[src/rtl/ecr_ram.sv]
// generic simple dual-port ram with registered read
`timescale 1ns / 1ps
module ecr_ram #(
	parameter int WIDTH = 8,
	parameter int DEPTH = 256
) (
	input  logic                                    clk,
	input  logic                                    we,
	input  logic [(DEPTH > 1 ? $clog2(DEPTH) : 1)-1:0] waddr,
	input  logic [WIDTH-1:0]                        wdata,
	input  logic [(DEPTH > 1 ? $clog2(DEPTH) : 1)-1:0] raddr,
	output logic [WIDTH-1:0]                        rdata
);
	logic [WIDTH-1:0] mem [DEPTH];

	always_ff @(posedge clk) begin
		if (we) begin
			mem[waddr] <= wdata;
		end
		rdata <= mem[raddr];
	end
endmodule

[config.mk]
export PLATFORM = sky130hd
export DESIGN_NAME = ecr_ram
export DESIGN_NICKNAME = d
export VERILOG_FILES = /design/src/rtl/ecr_ram.sv
export SDC_FILE = /design/constraint.sdc
export NUM_CORES = 2
export LEC_CHECK = 0
export ABC_AREA = 0
export BUFFER_PORTS_ARGS = -buffer_cell sky130_fd_sc_hd__clkbuf_2
export CELL_PAD_IN_SITES_DETAIL_PLACEMENT = 0
export CELL_PAD_IN_SITES_GLOBAL_PLACEMENT = 1
export CORE_ASPECT_RATIO = 1.4
export CORE_MARGIN = 2
export CORE_UTILIZATION = 55
export CTS_CLUSTER_SIZE = 40
export DETAILED_ROUTE_END_ITERATION = 16
export PLACE_DENSITY = 0.75
export SLEW_MARGIN = 20
export SYNTH_ARGS = -nofsm -noshare
export SYNTH_HDL_FRONTEND = slang
export SYNTH_SLANG_ARGS = --single-unit
[constraint.sdc]
create_clock -name clk -period 5.1 [get_ports clk]
set_clock_uncertainty 0.2 [all_clocks]
set_input_delay 0.255 -clock clk [delete_from_list [all_inputs] [get_ports clk]]
set_output_delay 0.255 -clock clk [all_outputs]
set_load 0.01 [all_outputs]
==> impl_metrics.prom <==
# TYPE chip_impl_metric gauge
chip_impl_metric{name="dieWidth",unit="um"} 325
chip_impl_metric{name="viasPerCell",unit=""} 6.48
chip_impl_metric{name="cts-buffers-inserted",unit=""} 182
chip_impl_info{name="category_of_the_critical_setup_timing_path",value="input pin to register"} 1
chip_impl_info{name="yosys_most_used_dff",value="sky130_fd_sc_hd__edfxtp_1"} 1
chip_impl_metric{name="routedWlPerCell",unit="um"} 32.8
chip_impl_metric{name="tns",unit="ns"} 0
chip_impl_metric{name="grt.total_usage",unit="%"} 26.5
chip_impl_info{name="cts_root_buffer",value="sky130_fd_sc_hd__clkbuf_16"} 1
chip_impl_metric{name="floorplan.die_area",unit="mm2"} 0.148
chip_impl_metric{name="worst-endpoint-required",unit="ns"} 5.32
chip_impl_metric{name="grt_first_pass_wirelength",unit="mm"} 278
chip_impl_metric{name="port_buffers",unit=""} 33
chip_impl_metric{name="drc",unit=""} 0
chip_impl_metric{name="finalSetupViolations",unit=""} 0
chip_impl_info{name="hp-class",value="input pin to register"} 1
chip_impl_metric{name="max_slew_margin",unit="%"} 22.7
chip_impl_metric{name="cts-htree-levels",unit=""} 4
chip_impl_metric{name="power_density",unit="mW/mm2"} 384
chip_impl_metric{name="route.antenna.remaining_nets",unit=""} 0
chip_impl_metric{name="n_fill_cell",unit=""} 10100
chip_impl_info{name="highest-signal-layer",value="met5"} 1
chip_impl_metric{name="clkTransAtPathRegs",unit="ns"} 0.07
chip_impl_metric{name="die_height",unit="um"} 454
chip_impl_metric{name="finalMaxSlewViolations",unit=""} 0
chip_impl_metric{name="synth_enable_flop_cells",unit=""} 2048
chip_impl_metric{name="synth_cell_type_count",unit=""} 55
chip_impl_metric{name="cts_post_setup_buffers_inserted",unit=""} 0
chip_impl_metric{name="gp_congestion",unit=""} 0.851
chip_impl_metric{name="layout.area.seq",unit="mm2"} 0.0617
chip_impl_metric{name="ios",unit=""} 34
chip_impl_metric{name="synth.net_count",unit=""} 3759
chip_impl_metric{name="count_of_tritonroute_iterations_in_the_first_routing_pass",unit=""} 5
chip_impl_metric{name="grt_antenna_before_repair",unit=""} 10
chip_impl_info{name="most_frequent_cells_in_the_layout",value="sky130_fd_sc_hd__edfxtp_1, sky130_fd_sc_hd__mux4_2, sky130_fd_sc_hd__nor2_1"} 1
chip_impl_metric{name="number_of_global_route_vias_before_repair",unit=""} 39100
chip_impl_metric{name="synth.yosys.warnings",unit=""} 0
chip_impl_metric{name="wirelength_met1",unit="mm"} 72.9
chip_impl_metric{name="initialDrtViolationCount",unit=""} 4396
chip_impl_metric{name="final.min_clock_period",unit="ns"} 3.42
chip_impl_metric{name="multi_input_area",unit="mm2"} 0.0165
chip_impl_metric{name="timing.critical_path.arrival",unit="ns"} 3.64
chip_impl_metric{name="worstRegToRegCells",unit=""} 5
chip_impl_metric{name="synth_area_per_cell",unit="um2"} 21.3
chip_impl_metric{name="synthesized_flop_and_latch_total",unit=""} 2056
chip_impl_metric{name="min_path_cells",unit=""} 3
chip_impl_metric{name="synth_async_sr_flop_share",unit="%"} 0
chip_impl_metric{name="netlist_area_before_placement",unit="mm2"} 0.0796
chip_impl_metric{name="post-route-cell-area",unit="mm2"} 0.0878
chip_impl_metric{name="vdd_drop_max",unit="mV"} 0.223
chip_impl_metric{name="cts_sinks",unit=""} 2056
chip_impl_metric{name="core_region_area",unit="mm2"} 0.144
chip_impl_info{name="worst_setup_path_start_kind",value="input pin"} 1
chip_impl_metric{name="hold_viol_final",unit=""} 0
chip_impl_metric{name="dpl.hpwl",unit="mm"} 121
chip_impl_metric{name="detailroute.wirelength.met3",unit="mm"} 14.0
chip_impl_info{name="setup_repair_after_global_routing_missed_its_margin",value="no"} 1
chip_impl_metric{name="highest_clock_rate",unit="GHz"} 0.292
chip_impl_metric{name="fin_nets",unit=""} 3874
chip_impl_metric{name="final_layout_size_suffix_gt1_share",unit="%"} 21.9
chip_impl_metric{name="clock_latency_late_sink",unit="ns"} 0.82
chip_impl_metric{name="postSynthCellCount",unit=""} 3733
chip_impl_info{name="run_status",value="complete, no violations"} 1
chip_impl_info{name="tritoncts",value="done"} 1
chip_impl_metric{name="maximum_number_of_pins_on_one_net_before_global_route_repair",unit=""} 134
chip_impl_metric{name="met2WireLength",unit="mm"} 99.6
chip_impl_metric{name="detailed_place.area",unit="mm2"} 0.0820
chip_impl_info{name="commonest_non_fill_non_tap_cell_in_the_layout",value="sky130_fd_sc_hd__edfxtp_1"} 1
chip_impl_metric{name="synth_sequential_area_ratio",unit="%"} 77.5
chip_impl_metric{name="area.growth.synth_to_final",unit="%"} 10.4
chip_impl_metric{name="max_cap_violations",unit=""} 0
chip_impl_metric{name="fp-row-count",unit=""} 165
chip_impl_metric{name="floorplan.initialDensity",unit="%"} 55.2
chip_impl_metric{name="cts_buffer_depth",unit=""} 3
chip_impl_metric{name="via_count",unit=""} 38400
chip_impl_metric{name="static-leakage-power",unit="nW"} 26.9
chip_impl_metric{name="share_of_the_clock_period_used_by_the_worst_path_after_layout",unit="%"} 67.1
chip_impl_metric{name="globalRouteOverflowTotal",unit=""} 0
chip_impl_metric{name="detail_route.wirelength",unit="mm"} 194
chip_impl_info{name="timing.critical_path.to_type",value="register"} 1
chip_impl_metric{name="actual_slew_at_the_worst_max_slew_pin",unit="ns"} 1.15
chip_impl_metric{name="critPathMaxFanout",unit=""} 10
[path summary, 6_finish.rpt]
kind,start,endpoint,slack [ns]
setup / recovery,waddr[1],mem[128][1],1.68
hold / removal,waddr[0],mem[147][6],0.07
setup reg to reg,mem[136][3],rdata[3],2.27
hold reg to reg,mem[33][5],rdata[5],0.88
[layer usage]
metal	vias to the layer above	track usage [%]
li1	15900	-
met1	20400	34.4
met2	1624	44.9
met3	368	4.71
met4	14	10.4
met5	-	0
[cells in the mapped netlist, types with 13 or more instances]
| cell | count | area (um2) |
|---|---|---|
| sky130_fd_sc_hd__buf_4 | 27 | 203 |
| sky130_fd_sc_hd__o22ai_1 | 28 | 175 |
| sky130_fd_sc_hd__buf_6 | 21 | 236 |
| sky130_fd_sc_hd__nand3_1 | 34 | 170 |
| sky130_fd_sc_hd__nor2_1 | 282 | 1060 |
| sky130_fd_sc_hd__nor2b_1 | 31 | 194 |
| sky130_fd_sc_hd__mux4_2 | 454 | 10200 |
| sky130_fd_sc_hd__o221ai_1 | 46 | 403 |
| sky130_fd_sc_hd__buf_1 | 22 | 82.6 |
| sky130_fd_sc_hd__a21oi_1 | 96 | 480 |
| sky130_fd_sc_hd__a22oi_1 | 133 | 998 |
| sky130_fd_sc_hd__mux2i_1 | 134 | 1340 |
| sky130_fd_sc_hd__edfxtp_1 | 2048 | 61500 |
| sky130_fd_sc_hd__buf_2 | 31 | 155 |
| sky130_fd_sc_hd__buf_8 | 13 | 195 |
| sky130_fd_sc_hd__a211oi_1 | 16 | 120 |
| sky130_fd_sc_hd__nor4_1 | 24 | 150 |
| sky130_fd_sc_hd__nand2_1 | 33 | 124 |
| sky130_fd_sc_hd__clkbuf_1 | 111 | 417 |
| sky130_fd_sc_hd__a221oi_1 | 13 | 114 |
| sky130_fd_sc_hd__nor3_1 | 22 | 110 |
[logic make-up (layout without fill, tap and decap cells)]
kind of cell | after synthesis | in the layout | share of synthesized area [%]
AO/OA/AOI/OAI | 385 | 385 | 3.42
multiplexers | 591 | 591 | 14.6
AND/OR/NAND/NOR | 466 | 466 | 2.63
buffers and inverters | 235 | 500 | 1.83
flip-flops | 2056 | 2056 | 77.5
other | 0 | 3 | 0
[final cells by class]
type	instances	share of cell area, %
multi-input cells	1442	18.8
repair buffers	164	1.71
flip-flops and latches	2056	70.2
inverters	2	0.00855
clock buffers	231	5.49
diodes	3	0.00855
clock inverters	103	1.03
well taps	1920	2.74
[timing repair]
action,4_1_cts,5_1_grt
endpoints found under the setup margin,0,0
gates resized for setup,0,0
hold buffers,11,0
hold endpoints to repair,764,0
[per-stage QoR]
stage               std cells  util (%)  setup slack [ns]  total power, W  hold slack, ns
global route             5918      60.9              1.66          0.0345          0.0896
floorplan                3733         -              2.71          0.0199           0.154
detailed placement       5573      56.9              1.01          0.0207           0.516
global placement         5571      56.9             0.546          0.0207           0.528
finish                   5921      60.9              1.68          0.0337          0.0738
CTS                      5918      60.9              1.75          0.0339         0.00323
[worst max-delay path, cell delays in order]
cell,delay [ns]
sky130_fd_sc_hd__dlygate4sd3_1,0.61
sky130_fd_sc_hd__clkbuf_2,0.23
sky130_fd_sc_hd__nor2_1,0.56
sky130_fd_sc_hd__nand3_1,0.69
sky130_fd_sc_hd__buf_4,0.48
sky130_fd_sc_hd__nor2_1,0.81
[sequential cells by signal, summed over array words and instances (netlist names)]
signal	flops
rdata	8
mem	2048
[where the power goes]
part	total (W)	internal, W	switching [W]
clock	0.0134	0.00741	0.00597
sequential	0.0187	0.0186	0.0000326
combinational	0.00167	0.000572	0.00110
(Power assumes the default switching activity.)
