## src/rtl/ecr_pkg.sv

```systemverilog
// shared types and constants of the edge coverage recorder
`timescale 1ns / 1ps
package ecr_pkg;

	localparam logic [2:0] OP_DIRECT  = 3'd0;
	localparam logic [2:0] OP_RECORD  = 3'd1;
	localparam logic [2:0] OP_COMMIT  = 3'd2;
	localparam logic [2:0] OP_DISCARD = 3'd3;
	localparam logic [2:0] OP_CLEAR   = 3'd4;

	localparam logic [63:0] MIX_MULT = 64'h7fb5d329728ea185;
	localparam int MIX_SHIFT = 31;

	typedef struct packed {
		logic [2:0]  opcode;
		logic [63:0] source_address;
		logic [63:0] target_address;
	} item_t;

	typedef struct packed {
		logic [15:0] map_index;
		logic [7:0]  new_count;
		logic [7:0]  listed_count;
		logic [31:0] edge_total;
		logic        overflow;
	} result_t;

endpackage

```

## src/rtl/ecr_hash.sv

```systemverilog
// edge hash: low bits of the two address mixes, registered
`timescale 1ns / 1ps
module ecr_hash #(
	parameter int IW = 16
) (
	input  logic          clk,
	input  logic          load,
	input  logic [63:0]   src,
	input  logic [63:0]   dst,
	output logic [IW-1:0] idx
);
	// only the low IW+1 product bits reach the index
	localparam int HW = IW + 1;
	localparam logic [HW-1:0] MC = HW'(ecr_pkg::MIX_MULT);

	logic [HW-1:0] vs, vd, ps_q, pd_q;

	assign vs = src[HW-1:0] ^ src[HW+ecr_pkg::MIX_SHIFT-1:ecr_pkg::MIX_SHIFT];
	assign vd = dst[HW-1:0] ^ dst[HW+ecr_pkg::MIX_SHIFT-1:ecr_pkg::MIX_SHIFT];

	always_ff @(posedge clk) begin
		if (load) begin
			ps_q <= vs * MC;
			pd_q <= vd * MC;
		end
	end

	assign idx = pd_q[IW-1:0] ^ ps_q[IW:1];
endmodule
```

## config.mk

```make
export PLATFORM = sky130hd
export DESIGN_NAME = ecr_hash
export DESIGN_NICKNAME = d
export VERILOG_FILES = /design/src/rtl/ecr_pkg.sv /design/src/rtl/ecr_hash.sv
export SDC_FILE = /design/constraint.sdc
export NUM_CORES = 1
export LEC_CHECK = 0
export BUFFER_PORTS_ARGS = -buffer_cell sky130_fd_sc_hd__buf_2
export CELL_PAD_IN_SITES_DETAIL_PLACEMENT = 1
export CELL_PAD_IN_SITES_GLOBAL_PLACEMENT = 1
export CORE_ASPECT_RATIO = 1.5
export CORE_MARGIN = 3
export CORE_UTILIZATION = 30
export DETAILED_ROUTE_END_ITERATION = 8
export PLACE_DENSITY = 0.61
export SLEW_MARGIN = 20
export SYNTH_ARGS = -nofsm -noshare
export SYNTH_HDL_FRONTEND = slang
export SYNTH_SLANG_ARGS = --single-unit
export TNS_END_PERCENT = 5
```

## constraint.sdc

```tcl
create_clock -name clk -period 8.05 [get_ports clk]
set_clock_uncertainty 0.1 [all_clocks]
set_input_delay 0.4025 -clock clk [delete_from_list [all_inputs] [get_ports clk]]
set_output_delay 0.4025 -clock clk [all_outputs]
set_load 0.02 [all_outputs]
```

==> run metrics, run 1 <==
HPWL after detailed placement=about 9000 um; worst voltage drop across the vdd grid=about 0.16 mV; type of the worst setup path=in2reg; number of top-level pins=~150; transition time at the pin with the least slew margin=0.680 ns; number of hold-repair buffers added at the cts stage=0; die outline height=roughly 160 um; minimum period implied by the final worst setup slack=roughly 4.7 ns; Iteration-0 DRC Markers=43; top flip-flop cell by instance count after synthesis=edfxtp_1; Sum Neg Setup Slack=0 ns; final hold violation count=0; post-route cell area=~0.0053 sq mm; most common library cell in the layout ignoring fill and taps=ha_1; cts bufs inserted=5; DRC violations left=0; timing-limited maximum frequency=~210 MHz; distinct cell type count of the synthesized netlist=29; peak fanout along the critical path=5; Die ar.=between 0.015 and 0.02 sq mm; final net count=between 700 and 800; Post-DP Area=just over 0.005 sq mm; clock transition time at the flip-flop clock pins of the worst setup and hold paths=~0.050 ns; number of flops mapped to enable cells by yosys=32; final setup violation count=0; worst slew margin relative to its limit=0.546; synthesized flop and latch total=32; Post-Syn Area=0.00453 sq mm; RSZ-0062 raised after global routing=false; Std-Cell Core Area=0.0147 sq mm; wire per inst=approximately 14 um; sink count of the clock tree=32; # port buffers=83; horizontal extent of the die=106 um; crit path DAT=between 4 and 5 ns; via count=3,251; nets in the synthesized netlist=694; buffer depth of the longest clock path=2; HP Class=in2reg; launching element type of the critical path=primary input; wire length after detailed routing=between 9000 and 10,000 um; initial core utilization=0.309; required time of the critical path=7.97 ns; commonest cells after routing, fill and taps aside=115 x ha_1, 83 x buf_2, 69 x inv_1, 49 x xnor2_1, 45 x xor2_1; kind of capture point of the worst setup path=flip-flop; cell leakage power=approximately 2.7 nW; buffer cell driving the clock tree root=clkbuf_16; PostCTS Resize Cnt=0; Routed Antenna Nets=0; CTS tree=done; number of H-tree levels=2; vias in the first global route=about 3.5k; Syn Area/Cell=10.7 sq um; result of the run=finished clean; largest net degree at the start of global routing=33; antenna cell count=0; Synth Instances=422; GR Overflow Total=0; first-pass GRT wire length=about 16,000 um; total setup buffers inserted after CTS=0; combined global-route utilization of all metal layers=0.125; Routability Congestion=roughly 0.82; Synth Warn #=0; Synth-to-Final Area Change=17.8%; proportion of layout cells with a drive suffix above 1=0.185; Avg Vias per Cell=4.59; Post-synth ARST share=0; max-slew violation count=0; portion of the post-synthesis area used by sequential elements=0.212; Max Cap Viol=0; iteration count of the initial detailed-routing pass=4; final critical-path share of the clock period=0.578; number of antenna violations at the first check in global routing=0; power per cell area=around 420 mW/mm^2; number of placement rows=54
## cell type report
class / count / area (sq um)
well taps: 196 / 245
clock buffers: 5 / 125
clock inverters: 3 / 18.8
flip-flops and latches: 32 / 961
multi-input cells: 321 / 3310
fillers: 1700 / 9330
repair buffers: 83 / 415
inverters: 69 / 259
## worst paths after layout
path | from | end | slack (ns) | depth (start not counted)
worst max-delay path | src[37] | ps_q[15] | 3.39 | 16
worst min-delay path | dst[0] | pd_q[0] | 0.45 | 2
## worst max-delay path, cell delays in order
cell and delay [ns]:
buf_2 0.10, xor2_1 0.39, ha_1 0.32, ha_1 0.29
ha_1 0.27, inv_1 0.06, fa_1 0.56, inv_1 0.07
fa_1 0.53, inv_1 0.05, fa_1 0.53, inv_1 0.05
ha_1 0.35, nor2b_1 0.17, a221oi_1 0.32, nand3_1 0.11
## flip-flops by register name (all words and copies together), names as in the netlist
signal and count:
pd_q 16, ps_q 16
## per-stage QoR
step | cells | power, mW | setup WS [ns] | hold WS [ns] | util
5_1_grt | 709 | 2.51 | 3.13 | 0.472 | 0.364
3_5_place_dp | 701 | 2.10 | 3.01 | 0.738 | 0.354
6_report | 709 | 2.24 | 3.39 | 0.448 | 0.364
4_1_cts | 709 | 2.31 | 3.30 | 0.450 | 0.364
2_1_floorplan | 422 | 1.65 | 3.59 | 0.415 | -
3_3_place_gp | 701 | 2.05 | 3.02 | 0.757 | 0.354
## per-layer routing
metal	vias up	wire (um)	GRT usage	share of wire
li1	1603	-	-	-
met2	80	5710	0.256	0.58
met5	-	0	0	0
met4	0	289	0.0605	0.030
met3	13	346	0.0111	0.035
met1	1555	3450	0.123	0.35
## Yosys cell counts (2+ instances only)
cell type  instances  share of area
a21oi_1           13          0.014
nor4_1             4         0.0055
edfxtp_1          32           0.21
nor2_1            21          0.017
xnor2_1           49          0.095
a21o_1             5         0.0083
nor2b_1            3         0.0041
inv_1             69          0.057
a211oi_1           4         0.0066
o21a_1             5         0.0083
fa_1              27           0.12
ha_1             115           0.32
xor2_1            45          0.087
nand2_1            3         0.0025
nand3_1            4         0.0044
nor3_1             2         0.0022
o21ai_0            6         0.0066
o21bai_1           4         0.0066
## power by group
part | switching, mW | total (mW) | internal, mW
sequential | 0.0281 | 0.366 | 0.338
clock | 0.0676 | 0.181 | 0.114
combinational | 0.926 | 1.69 | 0.763
## logic make-up after synthesis
logic type      synth area share
fa+ha+maj                  0.437
compound gates            0.0676
flops                      0.212
xor+xnor                   0.187
simple gates              0.0398
buf+inv                   0.0572
Power figures use the tool's default switching activity.
==> run 2: changes to the inputs <==
--- a/config.mk
+++ b/config.mk
@@ -5,6 +5,7 @@
 export SDC_FILE = /design/constraint.sdc
 export NUM_CORES = 1
 export LEC_CHECK = 0
+export ABC_AREA = 1
 export BUFFER_PORTS_ARGS = -buffer_cell sky130_fd_sc_hd__buf_2
 export CELL_PAD_IN_SITES_DETAIL_PLACEMENT = 1
 export CELL_PAD_IN_SITES_GLOBAL_PLACEMENT = 1
@@ -12,7 +13,7 @@
 export CORE_MARGIN = 3
 export CORE_UTILIZATION = 30
 export DETAILED_ROUTE_END_ITERATION = 8
-export PLACE_DENSITY = 0.61
+export PLACE_DENSITY = 0.62
 export SLEW_MARGIN = 20
 export SYNTH_ARGS = -nofsm -noshare
 export SYNTH_HDL_FRONTEND = slang
==> constraint.sdc (replaced) <==
create_clock -name clk -period 4.5 [get_ports clk]
set_clock_uncertainty 0.1 [all_clocks]
set_input_delay 0.225 -clock clk [delete_from_list [all_inputs] [get_ports clk]]
set_output_delay 0.225 -clock clk [all_outputs]
set_load 0.02 [all_outputs]
==> run 2 against run 1 <==
Compared with the run above: sequential power rose by 75%; synthesized cell count rose by 38%; worst setup slack got worse by 3.2 ns; clock-buffer cell count did not move; routed wire length rose by 24%; combinational power rose by 94%; power rose by 90%; sequential share of layout area fell by 2.1 points; critical path depth rose by 1; final cell count rose by 28%; final area rose by 13%; synthesized area rose by 9.3%; largest power group unchanged.
==> run metrics, run 2 <==
crit path DAT=4.28 ns; kind of capture point of the worst setup path=flip-flop; number of flops mapped to enable cells by yosys=32; fin cells=between 900 and 1k; final setup violation count=0; Syn Area/Cell=8.50 sq um; sink count of the clock tree=32; power per cell area=704 mW/mm^2; net switching component of the power=between 2 and 2.5 mW; list of most frequent post-synthesis cells=115 x ha_1, 113 x nand2_1, 112 x inv_1; largest net degree at the start of global routing=33; vias in the first global route=4,654; result of the run=finished clean; clock transition time at the flip-flop clock pins of the worst setup and hold paths=~0.05 ns; final critical-path share of the clock period=0.966; Avg Vias per Cell=around 4.6; proportion of netlist area held by the largest area contributor=0.290; DRC violations left=0; Comb pwr share=0.774; dominant cells by area after synthesis=ha_1 29%, edfxtp_1 19%, fa_1 11%, xor2_1 9.5%, nand2_1 8.6%; minimum period implied by the final worst setup slack=around 4.3 ns; worst slew margin relative to its limit=0.542; nets in the synthesized netlist=855; biggest regs=pd_q: 16 flops, ps_q: 16 flops; final net count=around 980; final hold violation count=0; wire per inst=around 13 um; Sequential Power Share=0.151; fillcell total=between 1.5k and 2k; antenna cell count=0; Post-Syn Area=0.00495 sq mm; GR Overflow Total=0; Synth Warn #=0; Sum Neg Setup Slack=0 ns; multi-input gate area in the final layout=0.00360 sq mm; transition time at the pin with the least slew margin=between 0.6 and 0.7 ns; number of placement rows=56; proportion of layout cells with a drive suffix above 1=0.183; Placed Cells=approximately 900; first-pass GRT wire length=a little over 20,000 um; number of antenna violations at the first check in global routing=0; internal power of the cells=2.17 mW; most common library cell in the layout ignoring fill and taps=ha_1; Max Cap Viol=0; type of the worst setup path=in2reg; Routed Antenna Nets=0; Post-synth ARST share=0; top flip-flop cell by instance count after synthesis=edfxtp_1; Routability Congestion=just over 0.8; timing-limited maximum frequency=about 230 MHz; top cell type by total area after synthesis=ha_1; initial core utilization=0.312; combined global-route utilization of all metal layers=0.138; buffer cell driving the clock tree root=clkbuf_16; worst voltage drop across the vdd grid=roughly 0.31 mV; # port buffers=83; number of top-level pins=~150; distinct cell type count of the synthesized netlist=21; HPWL after detailed placement=~11,000 um; Synth-to-Final Area Change=21.6%; power consumption=approximately 4.2 mW; launching element type of the critical path=primary input; buffer depth of the longest clock path=2; portion of the post-synthesis area used by sequential elements=0.194; number of H-tree levels=2; cell leakage power=3.34 nW; required time of the critical path=approximately 4.4 ns; via count=a little over 4k; CTS tree=done; Die ar.=around 0.018 sq mm; die outline height=between 150 and 200 um; total setup buffers inserted after CTS=0; max-slew violation count=0; Synth Instances=~580; cts bufs inserted=5; synthesized flop and latch total=32; wire length after detailed routing=between 10,000 and 15,000 um; switching power share of the total=0.489; most frequently used cell type in the post-synthesis netlist=ha_1; peak fanout along the critical path=3; commonest cells after routing, fill and taps aside=115 x ha_1, 113 x nand2_1, 112 x inv_1, 83 x buf_2, 53 x xor2_1; HP Class=in2reg; iteration count of the initial detailed-routing pass=4; Iteration-0 DRC Markers=103; clock share of power=0.075; register cell area after layout=961 sq um; RSZ-0062 raised after global routing=true; Std-Cell Core Area=about 0.016 sq mm; horizontal extent of the die=between 100 and 150 um
[run 2: cell types whose count changed after synthesis, sizes merged, moves of 4 or more]
cell / before / now
inv: 69 / 112
xor2: 45 / 54
nand2: 3 / 114
nor2: 21 / 37
nor4: 4 / 0
a21oi: 14 / 18
a21o: 5 / 0
xnor2: 49 / 17
nand3: 4 / 36
o21a: 5 / 0
[run 2: final timing paths]
path | startpoint | endpoint | slack (ns) | depth (start not counted)
hold / removal | dst[1] | pd_q[1] | 0.30 | 2
setup / recovery | dst[38] | pd_q[15] | 0.15 | 17
[run 2: power groups by stage]
stage | Clock, mW | Combinational, mW | Sequential (mW)
after global routing | 0.340 | 3.78 | 0.655
after global placement | 0 | 3.23 | 0.646
final | 0.318 | 3.28 | 0.641
after detailed placement | 0 | 3.30 | 0.650
after floorplan | 0 | 2.20 | 0.637
after CTS | 0.327 | 3.35 | 0.644
[run 2: cells by family after synthesis]
family                   count (synthesis)  share of synthesized area
AO/OA/AOI/OAI                           32                     0.0356
AND/OR/NAND/NOR                        194                      0.161
flip-flops                              32                      0.194
adder cells (fa/ha/maj)                142                      0.399
XOR/XNOR                                71                      0.126
buffers and inverters                  112                     0.0848
[run 2: final cells by class]
type                    count  share of cell area
multi-input cells         439               0.597
flip-flops and latches     32               0.159
repair buffers            115               0.109
inverters                 112              0.0698
well taps                 203              0.0422
clock buffers               5              0.0208
clock inverters             3             0.00228
[run 2: metal layers]
layer,track usage,up-vias,share of wire
li1,-,2112,-
met1,0.136,1959,0.35
met2,0.299,76,0.60
met3,0.0111,9,0.031
met4,0.0381,0,0.014
met5,0,-,0
[run 2: per-stage QoR]
stage | area [sq um] | setup WS (ns) | utilization | hold slack, ns
after CTS | 6000 | 0.0268 | 0.377 | 0.297
after global placement | 5860 | -0.184 | 0.369 | 0.586
after floorplan | 4950 | 0.181 | - | 0.237
final | 6030 | 0.151 | 0.379 | 0.302
after global routing | 6030 | -0.0669 | 0.379 | 0.309
after detailed placement | 5860 | -0.255 | 0.369 | 0.581
[run 2: repair_timing]
action,4_1_cts,5_1_grt
resized for setup,0,4
endpoints found under the setup margin,0,3
hold buffers,0,0
[run 2: critical path, cell delays in order]
cell      delay (ns)
buf_2           0.11
xor2_1          0.24
ha_1            0.28
ha_1            0.30
ha_1            0.27
inv_1           0.05
fa_1            0.50
fa_1            0.51
fa_1            0.63
inv_1           0.06
ha_1            0.33
nand2_1         0.11
nor2_1          0.05
a211oi_1        0.20
nand3_1         0.20
nand3_1         0.14
nand2_1         0.06
==> run 3: changes to the inputs <==
--- a/config.mk
+++ b/config.mk
@@ -7,13 +7,13 @@
 export LEC_CHECK = 0
 export ABC_AREA = 1
 export BUFFER_PORTS_ARGS = -buffer_cell sky130_fd_sc_hd__buf_2
-export CELL_PAD_IN_SITES_DETAIL_PLACEMENT = 1
-export CELL_PAD_IN_SITES_GLOBAL_PLACEMENT = 1
+export CELL_PAD_IN_SITES_DETAIL_PLACEMENT = 2
+export CELL_PAD_IN_SITES_GLOBAL_PLACEMENT = 2
 export CORE_ASPECT_RATIO = 1.5
 export CORE_MARGIN = 3
 export CORE_UTILIZATION = 30
 export DETAILED_ROUTE_END_ITERATION = 8
-export PLACE_DENSITY = 0.62
+export PLACE_DENSITY = 0.76
 export SLEW_MARGIN = 20
 export SYNTH_ARGS = -nofsm -noshare
 export SYNTH_HDL_FRONTEND = slang
==> run 3 against run 2 <==
Compared with the run above: fmax is 1.5% lower; largest power group unchanged; first-iteration DRC count is 12% lower; highest routed layer unchanged; clock power is 3% lower; via count is 3.3% higher.
==> run metrics, run 3 (same netlist as run 2, synthesis figures left out) <==
number of antenna violations at the first check in global routing=0; iteration count of the initial detailed-routing pass=4; register cell area after layout=roughly 960 sq um; fillcell total=1,778; RSZ-0062 raised after global routing=true; Post-DP Area=approximately 0.006 sq mm; Comb pwr share=0.785; Sequential Power Share=0.146; number of hold-repair buffers added at the cts stage=0; HP Class=in2reg; largest net degree at the start of global routing=33; clock transition time at the flip-flop clock pins of the worst setup and hold paths=approximately 0.05 ns; wire per inst=~16 um; kind of capture point of the worst setup path=flip-flop; met3 Resource Use GR=0.0141; total setup buffers inserted after CTS=0; buffer cell driving the clock tree root=clkbuf_16; Max Cap Viol=0; clock share of power=0.069; least setup slack across all paths after layout=between 0.08 and 0.09 ns; cell leakage power=3.34 nW; horizontal extent of the die=111 um; Avg Vias per Cell=4.73; number of top-level pins=146; HPWL after detailed placement=13,200 um; met1 Resource Use GR=0.148; Critical-path top delay cell=fa_1; power per cell area=between 700 and 800 mW/mm^2; cts bufs inserted=5; max-slew violation count=0; Sum Neg Setup Slack=0 ns; switching power share of the total=0.507; biggest regs=pd_q: 16 flops, ps_q: 16 flops; wire length after detailed routing=14,300 um; buffer depth of the longest clock path=2; proportion of layout cells with a drive suffix above 1=0.188; number of H-tree levels=2; met2 Usage GRT=0.362; # port buffers=83; first-pass GRT wire length=23,700 um; most heavily used metal layer in global routing=met2; kind of cell with the highest combined delay on the critical path=adder cells; Die ar.=about 0.018 sq mm; worst slew margin relative to its limit=0.544; minimum period implied by the final worst setup slack=between 4 and 5 ns; result of the run=finished clean; multi-input gate area in the final layout=~0.0037 sq mm; transition time at the pin with the least slew margin=a little under 0.7 ns; largest incremental delay on the critical path=0.55 ns; Post-Route Hold Slack=0.307 ns; most frequent cell on the critical path=inv_1; buffers plus inverters on the worst setup path=8; GR Overflow Total=0; number of placement rows=56; vias in the first global route=between 5k and 6k; type of the worst setup path=in2reg; final critical-path share of the clock period=0.981; number of cells traversed by the worst hold path=2; sink count of the clock tree=32; die outline height=around 160 um; antenna cell count=0; final hold violation count=0; via count=~4.3k; Synth-to-Final Area Change=22.5%; series of cell instances along the critical path=buf_2 -> xor2_2 -> buf_4 -> ha_1 -> ha_1 -> ha_1 -> inv_1 -> fa_1 -> inv_1 -> fa_1 -> inv_1 -> fa_1 -> inv_1 -> ha_4 -> inv_1 -> buf_4 -> o21ai_0 -> a31oi_1 -> nand3_1 -> xor2_1; setup slack at placement=-0.464 ns; DRC violations left=0; final net count=about 1,000; timing-limited maximum frequency=approximately 230 MHz; post-route cell area=slightly above 0.006 sq mm; Routed Antenna Nets=0; worst voltage drop across the vdd grid=0.341 mV; internal power of the cells=approximately 2.2 mW; launching element type of the critical path=primary input; commonest cells after routing, fill and taps aside=113 x nand2_1, 113 x ha_1, 112 x inv_1, 83 x buf_2, 50 x xor2_1; Iteration-0 DRC Markers=91; Routability Congestion=about 0.85; crit path DAT=4.33 ns; Crit path depth=20; final setup violation count=0; required time of the critical path=between 4 and 5 ns; Std-Cell Core Area=between 0.015 and 0.02 sq mm; initial core utilization=0.312; net switching component of the power=2.26 mW; CTS tree=done; combined global-route utilization of all metal layers=0.162; peak fanout along the critical path=3
## run 3: worst paths after layout
kind	end	from
worst max-delay path	ps_q[15]	src[6]
worst min-delay path	pd_q[1]	dst[1]
## run 3: cell type report
class / instances / share of cell area
inverters: 112 / 0.0692
flip-flops and latches: 32 / 0.158
multi-input cells: 439 / 0.602
well taps: 203 / 0.0418
clock buffers: 5 / 0.0206
repair buffers: 114 / 0.107
clock inverters: 2 / 0.00124
## run 3: power by group through the flow
| stage | clock (mW) | sequential, mW | combinational [mW] |
|---|---|---|---|
| 2_1_floorplan | 0 | 0.637 | 2.20 |
| 3_3_place_gp | 0 | 0.646 | 3.18 |
| 3_5_place_dp | 0 | 0.656 | 3.42 |
| 4_1_cts | 0.322 | 0.650 | 3.49 |
| 5_1_grt | 0.334 | 0.660 | 3.97 |
| 6_report | 0.309 | 0.648 | 3.50 |
## run 3: stage by stage
stage,std cells,power (mW),utilization
floorplan,583,2.84,-
global placement,900,3.83,0.368
global route,907,4.96,0.382
detailed placement,900,4.07,0.368
CTS,907,4.46,0.379
finish,907,4.45,0.382
## run 3: routing by layer
layer  share of wire  routed length (um)
met2            0.62                8870
met3           0.025                 357
met5               0                   0
met4           0.025                 352
met1            0.33                4760
## run 3: repair_timing
action / in CTS / in global routing
pin swaps: 2 / 5
setup endpoints to repair: 3 / 3
resized for setup: 6 / 6
